==> config.mk <==
export PLATFORM = sky130hd
export DESIGN_NAME = bsac_ram
export DESIGN_NICKNAME = d
export VERILOG_FILES = /design/src/rtl/assert_macros.svh /design/src/rtl/bsac_ram.sv
export SDC_FILE = /design/constraint.sdc
export NUM_CORES = 1
export LEC_CHECK = 0
export BUFFER_PORTS_ARGS = -buffer_cell sky130_fd_sc_hd__buf_2
export CAP_MARGIN = 10
export CORE_UTILIZATION = 40
export DETAILED_ROUTE_END_ITERATION = 16
export PLACE_DENSITY_LB_ADDON = 0.05
export SETUP_SLACK_MARGIN = 0.5
export SLEW_MARGIN = 0
export SYNTH_ARGS = -nofsm -noshare
export SYNTH_HDL_FRONTEND = slang
export SYNTH_SLANG_ARGS = --single-unit
==> constraint.sdc <==
create_clock -name clk -period 3.1 [get_ports clk]
set_input_delay 0.62 -clock clk [delete_from_list [all_inputs] [get_ports clk]]
set_output_delay 0.62 -clock clk [all_outputs]
set_load 0.005 [all_outputs]
==> src/rtl/assert_macros.svh <==
// Assertion macros for the RTL file that checks its own behavior.
`ifndef ASSERT_MACROS_SVH
`define ASSERT_MACROS_SVH
`ifndef ASSERT_OFF
`define ASSERT_IMPLY(label, ante, cons, msg) \
	label: assert property (@(posedge clk) disable iff (!arst_n) (ante) |-> (cons)) \
	else $error(msg);
`define ASSERT_NEXT(label, ante, cons, msg) \
	label: assert property (@(posedge clk) disable iff (!arst_n) (ante) |=> (cons)) \
	else $error(msg);
`else
`define ASSERT_IMPLY(label, ante, cons, msg)
`define ASSERT_NEXT(label, ante, cons, msg)
`endif
`endif

==> src/rtl/bsac_ram.sv <==
// Generic single-write, single-read synchronous RAM with registered read data.
`timescale 1ns / 1ps
module bsac_ram #(
	parameter int WIDTH = 8,
	parameter int DEPTH = 16
) (
	input logic clk,
	input logic we,
	input logic [$clog2(DEPTH)-1:0] waddr,
	input logic [WIDTH-1:0] wdata,
	input logic re,
	input logic [$clog2(DEPTH)-1:0] raddr,
	output logic [WIDTH-1:0] rdata
);
	logic [WIDTH-1:0] mem [DEPTH];

	always_ff @(posedge clk) begin
		if (we) begin
			mem[waddr] <= wdata;
		end
		if (re) begin
			rdata <= mem[raddr];
		end
	end
endmodule

==> results_dict.tcl, run 1 <==
set metrics [dict create \
    synth.net_count 248 \
    worst-r2r-setup-slack_ns 1.55 \
    h-tree-depth 4 \
    hpwl_um 6790 \
    nNetsFinal 305 \
    leakagePower_nw 2.10 \
    tightest_slew_ns 0.757 \
    drive_gt1_frac 0.301 \
    cts_inserted_buffers 17 \
    die_x_um 116 \
    setup_viol 0 \
    instances_no_fill 471 \
    netlist_instances 229 \
    p_per_area_nw_per_um2 672 \
    grt_pass1_vias 2574 \
    reg2regPathDepth 3 \
    report.final.slew_viol_count 0 \
    synth.avg_cell_area_um2 22.8 \
    min_path_type "in2reg" \
    antenna_found_initial 0 \
    clkLatencyLatePin_ns 0.41 \
    insertedDiodeCount 0 \
    finalCritPeriodShare 0.662 \
    route.detailed.drc 0 \
    reg2reg_to "rdata[5]" \
    dieArea_um2 13500 \
    power_mw 4.18 \
    grt_pass1_wl_um 15200 \
    crit_required_ns 3.26 \
    port_buffers 26 \
    status "completed" \
    crit_type "in2reg" \
    dp_cells 439 \
    synth.distinct_cells 18 \
    synth_top_area_share 0.781 \
    slew_headroom 0.494 \
    hold_viol_final 0 \
    max_clock_freq_mhz 487 \
    start_util 0.413 \
    cts_buffer_depth 2 \
    critPathArrivalTime_ns 2.21 \
    gr-usage-all-layers 0.169 \
    wire_per_inst_um 21.8 \
    rsz0062_at_grt "false" \
    rows 41 \
    area_growth_pct 19.0 \
    cts_tree "done" \
    path_max_fanout 16 \
    cts_hold_buf 0 \
    vias 2412 \
    fillers 1082 \
    clock-sinks 136 \
    hold_end "rdata[3]" \
    hold_path_depth 1 \
    start_kind "input pin" \
    coreArea_um2 12700 \
    ys_seq_elements 136 \
    grt_max_degree 19 \
    routed_wl_um 10200 \
    ios 27 \
    ir_worst_vdd_v 0.000336 \
    yosysSeqAreaShare 0.781 \
    setup.worst_path.end_class "flip-flop" \
    fin_crit_ns 2.05 \
    first_pass_iters 4 \
    postCtsSetupRepairBufs 0 \
    via_per_inst 5.12 \
    timing.rr.start "mem[1][5]" \
    drt-initial-drc-count 82 \
    drv_cap 0 \
    synthesis.area_um2 5230 \
    cts-root-buf "clkbuf_16" \
    place_congestion 0.661 \
    clk_pin_slew_ns 0.05 \
    synth.largest_area_cell "edfxtp_1" \
    min_from "re" \
    tns_ns 0 \
    synth_area_leaders "edfxtp_1, mux4_2, mux4_1, a22oi_1, nor2_1" \
    ys.warnings.count 0 \
    grt-ovfl-total 0 \
    ant_nets 0 \
    skew_ns 0.00486 \
    post_cts_resized 0 \
    die_h_um 116 \
]
cell usage after synthesis:
| cell | count |
|---|---|
| and2b_1 | 1 |
| or3b_2 | 1 |
| nand3b_1 | 2 |
| nor2b_1 | 1 |
| nor3_1 | 4 |
| edfxtp_1 | 136 |
| buf_4 | 1 |
| and2_1 | 1 |
| mux4_1 | 14 |
| nand3_1 | 1 |
| buf_6 | 3 |
| nor2_1 | 13 |
| mux4_2 | 18 |
| nand2_1 | 9 |
| clkdlybuf4s25_2 | 3 |
| a22oi_1 | 16 |
| buf_2 | 3 |
| nand2b_1 | 2 |
worst max-delay path, cell delays in order:
cell	delay, ns
buf_2	0.42
buf_4	0.30
mux4_1	0.58
a22oi_1	0.21
nand2_1	0.07
layer usage:
metal / vias up / part of all wire / global-route usage
met3: 15 / 0.032 / 0.0446
met1: 1245 / 0.46 / 0.217
met5: - / 0 / 0
li1: 1100 / - / -
met4: 0 / 0.017 / 0.0718
met2: 52 / 0.50 / 0.275
registers in the layout (all words and copies together), names as in the netlist:
name and flops:
mem 128, rdata 8
metrics by stage:
step / cell area, um^2 / setup WS, ns / hold WS [ns] / util
2_1_floorplan: 5230 / 0.987 / 0.705 / -
3_3_place_gp: 5650 / 0.584 / 0.736 / 0.446
3_5_place_dp: 5650 / 0.579 / 0.744 / 0.446
4_1_cts: 6220 / 1.01 / 0.557 / 0.491
5_1_grt: 6220 / 0.948 / 0.577 / 0.491
6_report: 6220 / 1.05 / 0.574 / 0.491
logic make-up (layout without fill, tap and decap cells):
| kind of cell | after synthesis | after routing | synth area share |
|---|---|---|---|
| DFF | 136 | 136 | 0.781 |
| muxes | 32 | 32 | 0.148 |
| buffers and inverters | 10 | 80 | 0.0165 |
| and+or+nand+nor | 35 | 35 | 0.0314 |
| AOI/OAI and AO/OA | 16 | 16 | 0.0230 |
cells in the final DEF (no fill, tap or decap), types with 2 or more instances in the layout:
cell type	synthesis	routed
edfxtp_1	136	136
clkinv_2	0	2
nor2_1	13	13
nand3b_1	2	2
nand2b_1	2	2
nor3_1	4	4
buf_4	1	22
bufinv_16	0	3
clkbuf_16	0	17
clkinv_1	0	7
a22oi_1	16	16
buf_2	3	26
clkbuf_1	0	2
nand2_1	9	9
mux4_2	18	18
mux4_1	14	14
worst max-delay path by stage:
stage | startpoint | endpoint | slack (ns) | depth (start not counted)
floorplan | waddr[2] | mem[0][0] | 0.99 | 2
global placement | raddr[0] | rdata[3] | 0.58 | 5
detailed placement | raddr[0] | rdata[3] | 0.58 | 5
CTS | raddr[0] | rdata[3] | 1.01 | 5
global route | raddr[0] | rdata[2] | 0.95 | 5
finish | raddr[0] | rdata[2] | 1.05 | 5
report_power, final:
group,switching (mW),internal [mW],total [mW]
combinational,0.110,0.0792,0.189
clock,0.670,1.24,1.91
sequential,0.00924,2.07,2.08
cell type report:
type / instances / area (um^2) / area share
clock buffer: 19 / 433 / 0.0696
timing repair buffer: 48 / 295 / 0.0475
sequential: 136 / 4080 / 0.657
multi-input combinational: 83 / 1060 / 0.170
clock inverter: 13 / 135 / 0.0217
tap: 172 / 215 / 0.0346
Note: power is estimated with default switching activity, not from simulation.
==> run 2: changes to the inputs <==
--- a/config.mk
+++ b/config.mk
@@ -5,6 +5,7 @@
 export SDC_FILE = /design/constraint.sdc
 export NUM_CORES = 1
 export LEC_CHECK = 0
+export ABC_AREA = 1
 export BUFFER_PORTS_ARGS = -buffer_cell sky130_fd_sc_hd__buf_2
 export CAP_MARGIN = 10
 export CORE_UTILIZATION = 40
==> constraint.sdc (replaced) <==
create_clock -name clk -period 1.7 [get_ports clk]
set_input_delay 0.34 -clock clk [delete_from_list [all_inputs] [get_ports clk]]
set_output_delay 0.34 -clock clk [all_outputs]
set_load 0.005 [all_outputs]
==> run 2 against run 1 <==
Compared with the run above:
- clock-buffer cell count down 2
- synthesized cell count increased by 140%
- critical path depth fell by 4
- clock skew up 0.0013 ns
- sequential share of layout area is 7.5 points lower
- core utilization is 0.73 points higher
- power rose by 100%
- sequential power grew 83%
- highest routed layer unchanged
- worst setup slack lost 0.72 ns
- via count rose by 62%
- critical path type is now reg2out
==> results_dict.tcl, run 2 <==
set metrics [dict create \
    cts-root-buf "clkbuf_16" \
    route.detailed.drc 0 \
    cp_num_buf_inv 1 \
    instances_no_fill 794 \
    synth.distinct_cells 11 \
    start_util 0.415 \
    crit_type "reg2out" \
    insertedDiodeCount 0 \
    area_growth_pct 20.1 \
    place_congestion 0.761 \
    ys_seq_elements 136 \
    h-tree-depth 4 \
    dpl_cell_area_um2 6310 \
    start_kind "flip-flop" \
    slew_headroom 0.654 \
    cp_cell_sequence "buf_2" \
    p_per_area_nw_per_um2 1190 \
    min_path_type "in2reg" \
    via_per_inst 4.93 \
    synth.largest_area_cell "edfxtp_1" \
    status "completed" \
    largest_reg_flops 128 \
    cts_hold_buf 0 \
    leakagePower_nw 3.01 \
    top_regs "mem x128, rdata x8" \
    synthArstFlopShare 0 \
    tightest_slew_ns 0.518 \
    ant_nets 0 \
    first_pass_iters 5 \
    coreArea_um2 14100 \
    drv_cap 0 \
    wire_per_inst_um 18.3 \
    dp_cells 761 \
    port_buffers 26 \
    grt_max_degree 36 \
    grt_use_met3 0.0498 \
    grt-busiest-layer "met2" \
    final_cell_mix "nand2_1, edfxtp_1, inv_1" \
    rows 43 \
    synth_top_area_share 0.698 \
    grtUsageMet2 0.306 \
    rsz0062_at_grt "true" \
    hpwl_um 8990 \
    ys.warnings.count 0 \
    dieArea_um2 15100 \
    grt_pass1_wl_um 21700 \
    max_clock_freq_mhz 729 \
    cts_buffer_depth 2 \
    clk_pin_slew_ns 0.06 \
    setup_viol 0 \
    tns_ns 0 \
    synthTopCellsByCount "nand2_1, edfxtp_1, inv_1, nand3_1, nor2_1" \
    clock-sinks 136 \
    postCtsSetupRepairBufs 0 \
    fin_crit_ns 1.37 \
    crit_family "flip-flops" \
    netlist_instances 551 \
    synthesis.area_um2 5850 \
    skew_ns 0.00617 \
    cts_inserted_buffers 17 \
    die_h_um 123 \
    slowest_stage "edfxtp_1" \
    synth.net_count 570 \
    vias 3918 \
    crit_required_ns 1.36 \
    cts_tree "done" \
    critPathArrivalTime_ns 1.03 \
    finalCritPeriodShare 0.807 \
    regMostFlops "mem" \
    clkLatencyLatePin_ns 0.43 \
    die_x_um 123 \
    ios 27 \
    grt-ovfl-total 0 \
    synth_most_common_cell "nand2_1" \
    cp_num_cells 1 \
    drt-initial-drc-count 308 \
    reg2regPathDepth 6 \
    synth_area_leaders "edfxtp_1, nand2_1, nand3_1, inv_1, buf_6" \
    ys.flop_type "edfxtp_1" \
    grt_pass1_vias 3680 \
    nNetsFinal 620 \
    drive_gt1_frac 0.164 \
    final_common_cell "nand2_1" \
    hold_viol_final 0 \
    yosysSeqAreaShare 0.698 \
    setup.worst_path.end_class "output port" \
    antenna_found_initial 0 \
    hold_path_depth 1 \
    synth_edf_count 136 \
    design_area_um2 7020 \
    power_mw 8.35 \
    path_max_fanout 1 \
    synth.avg_cell_area_um2 10.6 \
    report.final.slew_viol_count 0 \
    critPathMaxStageDelay_ns 0.44 \
    use_met1 0.292 \
    ir_worst_vdd_v 0.000684 \
    gr-usage-all-layers 0.208 \
    routed_wl_um 14600 \
]
==> run 2: kinds of logic after synthesis <==
group	synth area share
buffers and inverters	0.0939
and+or+nand+nor	0.208
DFF	0.698
==> run 2: layout make-up <==
type / instances / area, um^2
Timing Repair Buffer: 55 / 419
Clock buffer: 17 / 425
Multi-Input combinational cell: 289 / 1250
Inverter: 102 / 388
Clock inverter: 15 / 226
Tap cell: 180 / 225
Fill cell: 1298 / 7070
Sequential cell: 136 / 4080
==> run 2: routing by layer <==
metal	vias to the layer above	share of wire
li1	1879	-
met1	1915	0.47
met2	106	0.46
met3	18	0.058
met4	0	0.015
met5	-	0
==> run 2: path summary, 6_finish.rpt <==
path / from / end / slack [ns]
setup / recovery: rdata[4] / rdata[4] / 0.33
hold / removal: re / rdata[3] / 0.31
setup reg to reg: mem[0][2] / rdata[2] / 0.57
hold reg to reg: mem[0][3] / rdata[3] / 0.76
==> run 2: what timing repair did <==
| action | in CTS | in global routing |
|---|---|---|
| endpoints found under the setup margin | 10 | 16 |
| cloned | 0 | 1 |
| gates resized for setup | 2 | 6 |
| pin swaps | 0 | 2 |
==> run 2: power breakdown <==
group	total (mW)	internal, mW	switching, mW
Sequential	3.80	3.78	0.0231
Clock	4.05	2.60	1.45
Combinational	0.495	0.156	0.339
==> run 2: per-stage QoR <==
step / hold WS (ns) / utilization / setup slack, ns
5_1_grt: 0.303 / 0.498 / 0.309
3_5_place_dp: 0.741 / 0.448 / 0.0497
4_1_cts: 0.294 / 0.494 / 0.314
2_1_floorplan: 0.439 / - / 0.409
6_report: 0.309 / 0.498 / 0.329
3_3_place_gp: 0.733 / 0.448 / 0.0518
